File: src/sv/fpr_pkg.sv
package fpr_pkg;

  // configuration register indexes
  localparam int unsigned CFG_IDX_W = 1;
  localparam logic [CFG_IDX_W-1:0] REG_HEADER_VALUE = 1'b0;
  localparam logic [CFG_IDX_W-1:0] REG_NODE_ADDRESS = 1'b1;

  localparam logic [7:0] HEADER_RESET = 8'hFF;
  localparam logic [7:0] BROADCAST_ADDR = 8'h00;

  // controller to datapath
  typedef struct packed {
    logic start_frame;
    logic load_addr;
    logic load_len;
    logic load_cmd;
    logic store_data;
    logic emit_start;
    logic emit_next;
    logic load_out;
  } fpr_cmd_t;

  // datapath to controller
  typedef struct packed {
    logic hdr_match;
    logic addr_ok;
    logic len_ok;
    logic len_one;
    logic data_done;
    logic sum_match;
    logic emit_last;
    logic out_free;
  } fpr_status_t;

endpackage

File: src/sv/fpr_ctrl.sv
module fpr_ctrl
  import fpr_pkg::*;
(
  input  logic        clk,
  input  logic        rst,
  input  logic        in_valid,
  output logic        in_stall,
  input  fpr_status_t status,
  output fpr_cmd_t    cmd
);

  typedef enum logic [2:0] {
    S_HEADER,
    S_ADDRESS,
    S_LENGTH,
    S_COMMAND,
    S_DATA,
    S_CHECK,
    S_READ,
    S_LOAD
  } state_t;

  state_t state;
  state_t state_next;
  logic   parse_phase;
  logic   in_fire;

  assign parse_phase = (state != S_READ) && (state != S_LOAD);
  assign in_stall    = !parse_phase;
  assign in_fire     = in_valid && parse_phase;

  always_comb begin
    cmd        = '0;
    state_next = state;
    unique case (state)
      S_HEADER: begin
        if (in_fire && status.hdr_match) begin
          cmd.start_frame = 1'b1;
          state_next      = S_ADDRESS;
        end
      end
      S_ADDRESS: begin
        if (in_fire) begin
          if (status.addr_ok) begin
            cmd.load_addr = 1'b1;
            state_next    = S_LENGTH;
          end else begin
            state_next = S_HEADER;
          end
        end
      end
      S_LENGTH: begin
        if (in_fire) begin
          if (status.len_ok) begin
            cmd.load_len = 1'b1;
            state_next   = S_COMMAND;
          end else begin
            state_next = S_HEADER;
          end
        end
      end
      S_COMMAND: begin
        if (in_fire) begin
          cmd.load_cmd = 1'b1;
          state_next   = status.len_one ? S_CHECK : S_DATA;
        end
      end
      S_DATA: begin
        if (in_fire) begin
          cmd.store_data = 1'b1;
          if (status.data_done) begin
            state_next = S_CHECK;
          end
        end
      end
      S_CHECK: begin
        if (in_fire) begin
          if (status.sum_match) begin
            cmd.emit_start = 1'b1;
            state_next     = status.len_one ? S_LOAD : S_READ;
          end else begin
            state_next = S_HEADER;
          end
        end
      end
      S_READ: begin
        state_next = S_LOAD;
      end
      S_LOAD: begin
        if (status.out_free) begin
          cmd.load_out = 1'b1;
          if (status.emit_last) begin
            state_next = S_HEADER;
          end else begin
            cmd.emit_next = 1'b1;
            state_next    = S_READ;
          end
        end
      end
      default: begin
        state_next = S_HEADER;
      end
    endcase
  end

  always_ff @(posedge clk) begin
    if (rst) begin
      state <= S_HEADER;
    end else begin
      state <= state_next;
    end
  end

endmodule

File: src/sv/fpr_datapath.sv
module fpr_datapath
  import fpr_pkg::*;
#(
  parameter int unsigned MAX_PAYLOAD = 32
) (
  input  logic                 clk,
  input  logic                 rst,
  input  logic                 cfg_we,
  input  logic [CFG_IDX_W-1:0] cfg_index,
  input  logic [7:0]           cfg_data,
  input  logic [7:0]           rx_byte,
  input  fpr_cmd_t             cmd,
  output fpr_status_t          status,
  output logic                 out_valid,
  input  logic                 out_stall,
  output logic [7:0]           command,
  output logic [5:0]           frame_length,
  output logic                 has_data,
  output logic [7:0]           data_byte,
  output logic [4:0]           byte_index,
  output logic                 last
);

  localparam int unsigned LW = $clog2(MAX_PAYLOAD + 2);
  localparam int unsigned CW = $clog2(MAX_PAYLOAD + 1);
  localparam int unsigned AW = (MAX_PAYLOAD > 1) ? $clog2(MAX_PAYLOAD) : 1;
  localparam logic [7:0]  LEN_MAX = 8'(MAX_PAYLOAD + 1);

  logic [7:0]    header_value;
  logic [7:0]    node_address;
  logic [7:0]    running_sum;
  logic [LW-1:0] length_seen;
  logic [7:0]    command_seen;
  logic [CW-1:0] payload_count;
  logic [AW-1:0] emit_idx;
  logic [7:0]    payload_store [MAX_PAYLOAD];
  logic [7:0]    rd_data;

  // configuration registers
  always_ff @(posedge clk) begin
    if (rst) begin
      header_value <= HEADER_RESET;
      node_address <= BROADCAST_ADDR;
    end else if (cfg_we) begin
      unique case (cfg_index)
        REG_HEADER_VALUE: header_value <= cfg_data;
        REG_NODE_ADDRESS: node_address <= cfg_data;
        default: ;
      endcase
    end
  end

  // status toward the controller
  always_comb begin
    status.hdr_match = (rx_byte == header_value);
    status.addr_ok   = (rx_byte == BROADCAST_ADDR) || (rx_byte == node_address);
    status.len_ok    = (rx_byte != 8'd0) && (rx_byte <= LEN_MAX);
    status.len_one   = (length_seen == LW'(1));
    // count after this byte, plus one, reaches the length
    status.data_done = ((LW + 1)'(payload_count) + (LW + 1)'(2)) >= (LW + 1)'(length_seen);
    status.sum_match = (running_sum == rx_byte);
    status.emit_last = status.len_one ||
                       (((LW + 1)'(emit_idx) + (LW + 1)'(2)) == (LW + 1)'(length_seen));
    status.out_free  = !out_valid || !out_stall;
  end

  // frame registers
  always_ff @(posedge clk) begin
    if (rst) begin
      running_sum   <= '0;
      length_seen   <= '0;
      command_seen  <= '0;
      payload_count <= '0;
      emit_idx      <= '0;
    end else begin
      if (cmd.start_frame) begin
        running_sum   <= '0;
        payload_count <= '0;
      end
      if (cmd.load_addr) begin
        running_sum <= rx_byte;
      end
      if (cmd.load_len) begin
        length_seen <= rx_byte[LW-1:0];
        running_sum <= running_sum + rx_byte;
      end
      if (cmd.load_cmd) begin
        command_seen  <= rx_byte;
        payload_count <= '0;
        running_sum   <= running_sum + rx_byte;
      end
      if (cmd.store_data) begin
        payload_count <= payload_count + CW'(1);
        running_sum   <= running_sum + rx_byte;
      end
      if (cmd.emit_start) begin
        emit_idx <= '0;
      end else if (cmd.emit_next) begin
        emit_idx <= emit_idx + AW'(1);
      end
    end
  end

  // payload buffer, one write and one registered read
  always_ff @(posedge clk) begin
    if (cmd.store_data) begin
      payload_store[payload_count[AW-1:0]] <= rx_byte;
    end
    rd_data <= payload_store[emit_idx];
  end

  // output register
  always_ff @(posedge clk) begin
    if (rst) begin
      out_valid <= 1'b0;
    end else if (cmd.load_out) begin
      out_valid <= 1'b1;
    end else if (!out_stall) begin
      out_valid <= 1'b0;
    end
  end

  always_ff @(posedge clk) begin
    if (cmd.load_out) begin
      command      <= command_seen;
      frame_length <= 6'(length_seen);
      has_data     <= !status.len_one;
      data_byte    <= status.len_one ? 8'd0 : rd_data;
      byte_index   <= status.len_one ? 5'd0 : 5'(emit_idx);
      last         <= status.emit_last;
    end
  end

endmodule

File: src/sv/framed_serial_receive_parser.sv
// framed serial receive parser
// rx channel: in_valid / in_stall carry one received byte (rx_byte) per request;
//   frames are header, address, length, command, length-1 payload bytes, checksum
// result channel: out_valid / out_stall carry one result per payload byte, or a
//   single result with has_data low for a command-only frame; last marks the end
// config port: cfg_we with cfg_index selects header_value (0) or node_address (1)
// throughput: one rx byte per cycle while parsing; the byte is taken in the
//   cycle it is offered, so a frame of n bytes needs n accepted requests
// after a good checksum byte the rx side stalls while results go out; each
//   result passes a payload buffer read state, then an output register load
//   state that waits while the output register is still held by a stall
// a command-only frame skips the read state and goes straight to the load
//   state after its checksum byte
// a bad address, length or checksum drops the frame silently
// reset: parser returns to header search, output register empties,
//   header_value goes to 0xFF and node_address to 0
// when the receiver stalls, the result holds steady and the burst pauses;
//   rx stays stalled until the last result of the frame is taken into the
//   output register
module framed_serial_receive_parser
  import fpr_pkg::*;
#(
  parameter int unsigned MAX_PAYLOAD = 32
) (
  input  logic                 clk,
  input  logic                 rst,
  // configuration
  input  logic                 cfg_we,
  input  logic [CFG_IDX_W-1:0] cfg_index,
  input  logic [7:0]           cfg_data,
  // rx byte channel
  input  logic                 in_valid,
  output logic                 in_stall,
  input  logic [7:0]           rx_byte,
  // result channel
  output logic                 out_valid,
  input  logic                 out_stall,
  output logic [7:0]           command,
  output logic [5:0]           frame_length,
  output logic                 has_data,
  output logic [7:0]           data_byte,
  output logic [4:0]           byte_index,
  output logic                 last
);

  fpr_cmd_t    cmd;
  fpr_status_t status;

  // frame sequencing and result burst control
  fpr_ctrl u_ctrl (
    .clk      (clk),
    .rst      (rst),
    .in_valid (in_valid),
    .in_stall (in_stall),
    .status   (status),
    .cmd      (cmd)
  );

  // checksum, frame fields, payload buffer and output register
  fpr_datapath #(
    .MAX_PAYLOAD (MAX_PAYLOAD)
  ) u_datapath (
    .clk          (clk),
    .rst          (rst),
    .cfg_we       (cfg_we),
    .cfg_index    (cfg_index),
    .cfg_data     (cfg_data),
    .rx_byte      (rx_byte),
    .cmd          (cmd),
    .status       (status),
    .out_valid    (out_valid),
    .out_stall    (out_stall),
    .command      (command),
    .frame_length (frame_length),
    .has_data     (has_data),
    .data_byte    (data_byte),
    .byte_index   (byte_index),
    .last         (last)
  );

endmodule

File: config.mk
export PLATFORM = sky130hd
export DESIGN_NAME = framed_serial_receive_parser
export DESIGN_NICKNAME = d
export VERILOG_FILES = /design/src/sv/fpr_pkg.sv /design/src/sv/fpr_ctrl.sv /design/src/sv/fpr_datapath.sv /design/src/sv/framed_serial_receive_parser.sv
export SDC_FILE = /design/constraint.sdc
export NUM_CORES = 1
export LEC_CHECK = 0
export CAP_MARGIN = 20
export CELL_PAD_IN_SITES_DETAIL_PLACEMENT = 2
export CELL_PAD_IN_SITES_GLOBAL_PLACEMENT = 2
export CORE_UTILIZATION = 47
export DETAILED_ROUTE_END_ITERATION = 7
export DONT_BUFFER_PORTS = 1
export PLACE_DENSITY_LB_ADDON = 0.1
export SLEW_MARGIN = 20
export SYNTH_ARGS = -nofsm -noshare
export SYNTH_HDL_FRONTEND = slang
export SYNTH_SLANG_ARGS = --single-unit
File: constraint.sdc
create_clock -name clk -period 4.4 [get_ports clk]
set_input_delay 0.66 -clock clk [delete_from_list [all_inputs] [get_ports clk]]
set_output_delay 0.66 -clock clk [all_outputs]
set_load 0.03 [all_outputs]
==> qor.yml, run 1 <==
synth_ff_type: "edfxtp_1"
wl_met2_um: 21300
path_buf_inv: 0
dr.pass1.iters: 4
p_seq_share_pct: 54.0
intPower_mw: 5.27
wl_met1_um: 17100
finalCriticalPeriod_ps: 2950
coreArea_um2: 29900
post-route-drc-count: 0
path_max_fanout: 20
cts_hold_buffers: 0
cp_data_required_time_ps: 4540
criticalPathCategory: "flip-flop to flip-flop"
wl_um: 41500
ant_nets: 0
critPathTopFamily: "simple AND/OR/NAND/NOR gates"
fmax_mhz: 339
hold_ws_ps: 209
slowest_delay_ps: 820
maxSlewViolCount: 0
synthTopCellsByArea: "edfxtp_1, dfxtp_1, mux4_2, mux2i_1, nand2_1"
post-dp-hpwl_um: 26700
clock_path_buffers: 3
p_leak_nw: 4.87
htree_levels: 2
crit_arrival_ps: 3090
topRoutingLayerUsed: "met4"
cpMaxStageDelayCell: "nor2_1"
syn_nets: 975
start_kind: "flip-flop"
rows: 63
report.final.hold_viol_count: 0
cts-root-buf: "clkbuf_16"
ys_ff_latch: 346
yosysWarnings: 0
cts_tree: "yes"
wl_per_cell_um: 31.0
end_kind: "flip-flop"
skew_ps: 22.7
dp.cells: 1273
setup-tns-final_ps: 0
grt_pass1_vias: 9144
p_per_area_nw_per_um2: 416
cts_sinks: 346
track_usage_pct: 27.6
hold_path_class: "primary input to flip-flop"
fp.dieH_um: 177
cts_buffers: 37
synthCells: 932
utilization_pct: 52.9
drive_gt1_share_pct: 13.4
status: "finished clean"
antenna_found_initial: 1
syn_to_final_growth_pct: 9.91
path_common_cell: "nor2_1"
clkPwrFrac_pct: 45.1
yosys.area.top_type: "edfxtp_1"
viasPerCell: 6.14
port_buffers: 0
grt_pass1_wl_um: 61900
place.gp.congestion: 0.824
ys_seq_area_share_pct: 68.0
ir_drop_mv: 0.321
fin_area_um2: 15800
ys_types: 69
final_nets: 965
cts.repair.resized: 0
rsz0062_at_grt: "no"
top_level_ports: 53
grt.overflow.total: 0
fin_crit_sh_pct: 67.1
final_cells: 1338
async_reset_ff_share_pct: 0
maxSlewHeadroom_pct: 30.1
grt_start_max_net_pins: 52
swShare_pct: 19.8
yosys.area.top_type_share_pct: 59.5
comb_power_share_pct: 0.9
syn_area_um2: 14400
worst_pin_slew_ps: 1050
power_switching_mw: 1.30
syn_area_per_cell_um2: 15.4
dieArea_um2: 31300
wl_met3_um: 2000
cap_violations: 0
crit_chain: "nor2_1, and3_1, nand2_1, nor2_1"
die_x_um: 177
synth_edf_count: 285
post_cts_buffers: 0
drtIter0Drc: 590
setup_viol: 0
vias: 8215
place_area_um2: 14700
start_util_pct: 48.1
clk_pin_slew_ps: 60
clock_latency_ps: 530
==> cells by family (layout without fill, tap and decap cells) <==
kind of cell	count (synthesis)	in the layout	share of synthesized area, %
flip-flops	346	346	68.0
AND/OR/NAND/NOR	235	235	7.99
AO/OA/AOI/OAI	129	129	6.58
multiplexers	98	98	11.4
buffers and inverters	71	86	2.20
XOR/XNOR	32	32	1.95
adder cells (fa/ha/maj)	21	21	1.88
other	0	1	0
==> stage by stage <==
step	worst slack [ps]	total power [mW]
floorplan	1010	3.68
global placement	1700	3.67
detailed placement	1440	3.68
CTS	1430	6.63
global route	1270	6.71
finish	1450	6.57
==> power by group through the flow <==
stage          logic [mW]  clock network, mW  registers (mW)
6_report           0.0585               2.96            3.55
2_1_floorplan      0.0637                  0            3.62
5_1_grt            0.0658               3.10            3.55
4_1_cts            0.0594               3.02            3.55
3_3_place_gp       0.0547                  0            3.62
3_5_place_dp       0.0582                  0            3.62
==> worst paths after layout <==
| kind | start | endpoint | slack (ps) | cells past startpoint |
|---|---|---|---|---|
| setup / recovery | u_ctrl.state[1] | u_datapath.payload_store[14][4] | 1450 | 4 |
| hold reg to reg | u_datapath.command_seen[0] | u_datapath.command[0] | 440 | 0 |
| hold / removal | rst | u_datapath.node_address[6] | 210 | 1 |
| setup reg to reg | u_ctrl.state[1] | u_datapath.payload_store[14][4] | 1450 | 4 |
==> routing by layer <==
metal | track usage (%) | vias up
met3 | 4.38 | 69
met4 | 8.66 | 0
li1 | - | 3572
met5 | 0 | -
met1 | 35.9 | 4337
met2 | 47.5 | 237
==> registers in the layout, summed over array words and instances, names as in the netlist <==
signal and count:
u_datapath.running_sum 8, u_datapath.command_seen 8, u_datapath.byte_index 5, u_datapath.header_value 8
u_datapath.has_data 1, u_datapath.command 8, u_ctrl.state 3, u_datapath.payload_store 256
u_datapath.rd_data 8, u_datapath.last 1, u_datapath.data_byte 8, u_datapath.out_valid 1
u_datapath.payload_count 6, u_datapath.length_seen 6, u_datapath.emit_idx 5, u_datapath.frame_length 6
u_datapath.node_address 8
==> synth_stat cells (all sizes together) (3+ instances only) <==
master   count
and3         3
o31a         6
mux4        52
a221o        7
or2          3
a2111oi      5
edfxtp     285
a31oi        3
xor2        16
clkbuf      26
o21ai       20
a21oi       41
nand2       79
xnor2       16
nand3b      14
o221ai       7
and2        16
mux2i       44
nand4        6
nand3       22
nor2        60
dfxtp       61
ha          20
nand2b       4
a21o         6
o211ai       3
inv         16
nor4         6
nor2b        7
buf         29
nor3b        3
o41ai        3
o22ai        9
nor3         6
==> final cells by class <==
type / count / area [um2]
fill: 2673 / 14100
timing repair buffer: 6 / 57.6
multi-input combinational: 515 / 4290
clock inverter: 14 / 121
antenna: 1 / 2.50
inverter: 16 / 60.1
tap: 390 / 488
sequential: 346 / 9780
clock buffer: 50 / 995
==> layout by cell type, fill, tap and decap left out, types with 19 or more instances in the layout <==
master       n
dfxtp_1     59
nor2_1      59
edfxtp_1   285
clkbuf_16   37
o21ai_0     19
a21oi_1     40
nand2_1     79
mux2i_1     44
nand3_1     22
ha_1        20
mux4_2      52
No activity file was read; power rests on OpenSTA's default activity.
==> run 2: changes to the inputs <==
--- a/config.mk
+++ b/config.mk
@@ -5,10 +5,11 @@
 export SDC_FILE = /design/constraint.sdc
 export NUM_CORES = 1
 export LEC_CHECK = 0
+export ABC_AREA = 1
 export CAP_MARGIN = 20
 export CELL_PAD_IN_SITES_DETAIL_PLACEMENT = 2
 export CELL_PAD_IN_SITES_GLOBAL_PLACEMENT = 2
-export CORE_UTILIZATION = 47
+export CORE_UTILIZATION = 43
 export DETAILED_ROUTE_END_ITERATION = 7
 export DONT_BUFFER_PORTS = 1
 export PLACE_DENSITY_LB_ADDON = 0.1
==> constraint.sdc (replaced) <==
create_clock -name clk -period 2.8 [get_ports clk]
set_input_delay 0.42 -clock clk [delete_from_list [all_inputs] [get_ports clk]]
set_output_delay 0.42 -clock clk [all_outputs]
set_load 0.03 [all_outputs]
==> qor.yml, run 2 <==
status: "finished clean"  # unchanged
rsz0062_at_grt: "no"  # unchanged
clock_path_buffers: 3  # unchanged
maxSlewViolCount: 0  # unchanged
yosys.area.top_type: "edfxtp_1"  # unchanged
die_x_um: 187  # was 177 um
worst_slack_ps: 199  # was 1450 ps
coreArea_um2: 33600  # was 29900 um2
fin_crit_sh_pct: 92.9  # was 67.1%
clk_pin_slew_ps: 60  # about the same
start_kind: "flip-flop"  # unchanged
syn_nets: 1402  # was 975
setup_viol: 0  # unchanged
post_cts_buffers: 0  # unchanged
htree_levels: 2  # unchanged
wl_um: 50000  # was 41500 um
yosysWarnings: 0  # unchanged
synth.most_common_cell: "edfxtp_1"  # unchanged
synth_ff_type: "edfxtp_1"  # unchanged
dp.cells: 1794  # was 1273
grt_start_max_net_pins: 131  # was 52
clock_latency_ps: 530  # about the same
cp_data_required_time_ps: 2940  # was 4540 ps
pre_cts_ws_ps: 323  # was 1440 ps
min_from: "cfg_data[6]"  # was rst
utilization_pct: 49.9  # was 52.9%
multiInputGateArea_um2: 4280  # was 4290 um2
reg2reg_to: "u_datapath.payload_store[24][5]"  # was u_datapath.payload_store[14][4]
ys_ff_latch: 346  # unchanged
drive_gt1_share_pct: 10.0  # was 13.4%
reg2reg_from: "u_ctrl.state[2]"  # was u_ctrl.state[1]
place_area_um2: 15400  # was 14700 um2
cts-root-buf: "clkbuf_16"  # unchanged
post-route-drc-count: 0  # unchanged
fin_area_um2: 16800  # was 15800 um2
power_mw: 10.6  # was 6.57 mW
synth_edf_count: 285  # unchanged
post-dp-hpwl_um: 31500  # was 26700 um
crit_start: "u_ctrl.state[2]"  # was u_ctrl.state[1]
criticalPathCategory: "flip-flop to flip-flop"  # unchanged
hold_ws_ps: 28.1  # was 209 ps
crit_arrival_ps: 2740  # was 3090 ps
grt_pass1_vias: 12031  # was 9144
fp.dieH_um: 187  # was 177 um
syn_area_per_cell_um2: 10.8  # was 15.4 um2
top_level_ports: 53  # unchanged
setup-tns-final_ps: 0  # unchanged
final_cell_mix: "edfxtp_1, nor2_1, nand2_1"  # was edfxtp_1, nand2_1, nor2_1, dfxtp_1, mux4_2
reg2regPathDepth: 6  # was 4
dr.pass1.iters: 5  # was 4
path_max_fanout: 8  # was 20
fmax_mhz: 384  # was 339 MHz
whs_path_depth: 2  # was 1
track_usage_pct: 29.0  # was 27.6%
largest_reg_flops: 256  # unchanged
viasPerCell: 5.88  # was 6.14
drtIter0Drc: 748  # was 590
ys_seq_area_share_pct: 66.5  # was 68.0%
synth_common_cells: "edfxtp_1, nor2_1, nand2_1"  # was edfxtp_1, nand2_1, dfxtp_1
start_util_pct: 43.7  # was 48.1%
async_reset_ff_share_pct: 0  # unchanged
diodes: 0  # was 1
syn_to_final_growth_pct: 14.1  # was 9.91%
finalCriticalPeriod_ps: 2600  # was 2950 ps
maxSlewHeadroom_pct: 33.6  # was 30.1%
cts_sinks: 346  # unchanged
synthTopCellsByArea: "edfxtp_1, dfxtp_1, nor2_1, o21ai_0, nand2_1"  # was edfxtp_1, dfxtp_1, mux4_2, mux2i_1, nand2_1
reg2reg_setup_slack_ps: 200  # was 1450 ps
ir_drop_mv: 0.537  # was 0.321 mV
final_common_cell: "edfxtp_1"  # unchanged
wl_per_cell_um: 26.7  # was 31.0 um
final_cells: 1873  # was 1338
dieArea_um2: 34900  # was 31300 um2
antenna_found_initial: 1  # unchanged
p_leak_nw: 6.04  # was 4.87 nW
vias: 11015  # was 8215
port_buffers: 0  # unchanged
worst_pin_slew_ps: 993  # was 1050 ps
syn_area_um2: 14700  # was 14400 um2
ant_nets: 0  # unchanged
report.final.hold_viol_count: 0  # unchanged
place.gp.congestion: 0.816  # was 0.824
cap_violations: 0  # unchanged
rows: 67  # was 63
skew_ps: 17.8  # was 22.7 ps
p_per_area_nw_per_um2: 630  # was 416 nW/um2
hold_path_class: "primary input to flip-flop"  # unchanged
end_kind: "flip-flop"  # unchanged
cts_tree: "yes"  # unchanged
grt.overflow.total: 0  # unchanged
grt_pass1_wl_um: 75800  # was 61900 um
cts_buffers: 39  # was 37
seq_area_um2: 9790  # was 9780 um2
ys_types: 41  # was 69
final_nets: 1439  # was 965
min_to: "u_datapath.header_value[6]"  # was u_datapath.node_address[6]
yosys.area.top_type_share_pct: 58.2  # was 59.5%
num-fill-cells: 3407  # was 2673
synthCells: 1359  # was 932
-- run 2: cell types whose count changed in the layout (fill, tap and decap cells not counted), sizes merged, moves of 48 or more --
cell and delta:
nor2 +171, o21ai +146, nand2 +100, inv +78, buf +58, mux4 -52, nand3 +48
-- run 2: logic make-up after synthesis --
| group | after synthesis | synth area share, % |
|---|---|---|
| fa+ha+maj | 21 | 1.84 |
| xor+xnor | 16 | 0.953 |
| flops | 346 | 66.5 |
| compound gates | 283 | 10.8 |
| mux | 4 | 0.272 |
| buf+inv | 165 | 4.44 |
| simple gates | 524 | 15.1 |
-- run 2: timing repair --
action,CTS,global route
hold buffers,9,0
hold endpoints to repair,275,0
setup endpoints to repair,0,3
gates resized for setup,0,2
-- run 2: worst max-delay path by stage --
stage	to	cells after the start
final	u_datapath.payload_store[24][5]	6
after global routing	u_ctrl.state[2]	15
after CTS	u_ctrl.state[2]	15
after detailed placement	u_ctrl.state[2]	15
after global placement	u_datapath.payload_store[24][1]	7
after floorplan	u_datapath.byte_index[0]	4
-- run 2: final cells by class --
cell class	count	share of cell area [%]
sequential	346	58.3
multi-input combinational	848	25.5
clock buffer	59	6.44
timing repair buffer	65	3.74
tap	448	3.34
inverter	96	2.16
clock inverter	11	0.485
-- run 2: worst max-delay path, stage by stage, from the launching register on --
cell	delay, ps
dfxtp_1	510
inv_2	90
nor2_2	180
nand2_2	150
clkinv_1	120
nand2_1	300
nor2_1	850
-- run 2: where the power goes --
part	switching [mW]	total, mW	internal (mW)
Sequential	0.00881	5.58	5.57
Combinational	0.165	0.235	0.0698
Clock	2.00	4.75	2.76
-- run 2: routing by layer --
metal | GRT usage [%] | part of all wire [%]
met4 | 8.92 | 2.6
met1 | 38.5 | 44
met5 | 0 | 0
met3 | 4.62 | 4.7
met2 | 48.8 | 49
==> run 3: changes to the inputs <==
--- a/config.mk
+++ b/config.mk
@@ -12,7 +12,7 @@
 export CORE_UTILIZATION = 43
 export DETAILED_ROUTE_END_ITERATION = 7
 export DONT_BUFFER_PORTS = 1
-export PLACE_DENSITY_LB_ADDON = 0.1
+export PLACE_DENSITY = 0.8
 export SLEW_MARGIN = 20
 export SYNTH_ARGS = -nofsm -noshare
 export SYNTH_HDL_FRONTEND = slang
==> qor.yml, run 3 (same netlist as run 2, synthesis figures left out) <==
slowest_delay_ps: 890  # was 850 ps
antenna_found_initial: 2  # was 1
start_util_pct: 43.7  # unchanged
power_mw: 10.8  # was 10.6 mW
vias: 11493  # was 11015
crit_arrival_ps: 2880  # was 2740 ps
cap_violations: 0  # unchanged
hold_path_class: "primary input to flip-flop"  # unchanged
worst_pin_slew_ps: 1080  # was 993 ps
clk_pin_slew_ps: 60  # about the same
cts.repair.resized: 0  # unchanged
rsz0062_at_grt: "no"  # unchanged
cts_tree: "yes"  # unchanged
num-fill-cells: 3365  # was 3407
multiInputGateArea_um2: 4270  # was 4280 um2
maxSlewHeadroom_pct: 27.8  # was 33.6%
rows: 67  # unchanged
post_cts_buffers: 0  # unchanged
drive_gt1_share_pct: 9.66  # was 10.0%
fp.dieH_um: 187  # unchanged
maxSlewViolCount: 0  # unchanged
grt_start_max_net_pins: 119  # was 131
setup_viol: 0  # unchanged
post-dp-hpwl_um: 32700  # was 31500 um
grt.overflow.total: 0  # unchanged
ir_drop_mv: 0.416  # was 0.537 mV
start_kind: "flip-flop"  # unchanged
min_from: "cfg_data[3]"  # was cfg_data[6]
fmax_mhz: 367  # was 384 MHz
clock_path_buffers: 3  # unchanged
ant_nets: 0  # unchanged
final_common_cell: "edfxtp_1"  # unchanged
path_max_fanout: 8  # unchanged
clock_latency_ps: 540  # was 530 ps
cp_data_required_time_ps: 2950  # was 2940 ps
syn_to_final_growth_pct: 15.1  # was 14.1%
grt_pass1_vias: 12744  # was 12031
reg2reg_from: "u_ctrl.state[2]"  # unchanged
p_leak_nw: 6.09  # was 6.04 nW
viasPerCell: 6.09  # was 5.88
place.gp.congestion: 0.789  # was 0.816
cts-root-buf: "clkbuf_16"  # unchanged
p_per_area_nw_per_um2: 641  # was 630 nW/um2
wl_per_cell_um: 30.7  # was 26.7 um
end_kind: "flip-flop"  # unchanged
port_buffers: 0  # unchanged
dr.pass1.iters: 5  # unchanged
final_nets: 1452  # was 1439
coreArea_um2: 33600  # unchanged
cts_buffers: 38  # was 39
crit_chain: "inv_2, nor2_2, nand2_2, clkinv_1, nand2_1, nor2_1"  # unchanged
cts_sinks: 346  # unchanged
dp.cells: 1793  # was 1794
finalCriticalPeriod_ps: 2730  # was 2600 ps
cts_hold_buffers: 23  # was 9
status: "finished clean"  # unchanged
track_usage_pct: 33.4  # was 29.0%
grt_pass1_wl_um: 85700  # was 75800 um
criticalPathCategory: "flip-flop to flip-flop"  # unchanged
crit_start: "u_ctrl.state[2]"  # unchanged
top_level_ports: 53  # unchanged
dieArea_um2: 34900  # unchanged
hold_ws_ps: 17.8  # was 28.1 ps
cpMaxStageDelayCell: "nor2_1"  # unchanged
setup-tns-final_ps: 0  # unchanged
final_cell_mix: "edfxtp_1, nor2_1, nand2_1"  # unchanged
seq_area_um2: 9780  # was 9790 um2
skew_ps: 16.9  # was 17.8 ps
drtIter0Drc: 1083  # was 748
post-route-drc-count: 0  # unchanged
fin_crit_sh_pct: 97.4  # was 92.9%
wl_um: 58000  # was 50000 um
largest_reg_flops: 256  # unchanged
htree_levels: 2  # unchanged
report.final.hold_viol_count: 0  # unchanged
final_cells: 1888  # was 1873
die_x_um: 187  # unchanged
## run 3: layer usage
metal / vias up / track usage [%] / share of wire [%]
li1: 4889 / - / -
met1: 5997 / 40.3 / 39
met2: 455 / 59.1 / 51
met3: 150 / 5.50 / 6.0
met4: 2 / 14.5 / 4.5
met5: - / 0 / 0.022
## run 3: layout make-up
class                      count  share of cell area [%]
inverter                      96                    2.14
tap                          448                    3.31
clock buffer                  60                    6.53
multi-input combinational    848                    25.3
sequential                   346                    57.8
clock inverter                10                   0.540
timing repair buffer          79                    4.36
antenna                        1                  0.0148
## run 3: final timing paths
path / depth (start not counted) / to / slack (ps)
max reg2reg: 6 / u_datapath.payload_store[28][5] / 70
min reg2reg: 0 / u_datapath.command[4] / 440
max: 6 / u_datapath.payload_store[28][5] / 70
min: 2 / u_datapath.header_value[3] / 20
## run 3: power by group
group	total, mW	switching [mW]	internal (mW)
logic	0.268	0.194	0.0745
registers	5.58	0.00904	5.57
clock network	4.99	2.17	2.82
total	10.8	2.37	8.46
## run 3: per-stage QoR
stage	util [%]	setup WS [ps]	cell area [um2]
after CTS	50.3	114	16900
after floorplan	-	357	14700
after global routing	50.3	42.9	16900
after detailed placement	45.9	187	15400
final	50.3	73.4	16900
after global placement	45.9	428	15400
## run 3: critical path, delay by kind of cell (launching register included)
family / cells / cell delay (ps)
AND/OR/NAND/NOR: 4 / 1620
flip-flops: 1 / 500
buffers and inverters: 2 / 210
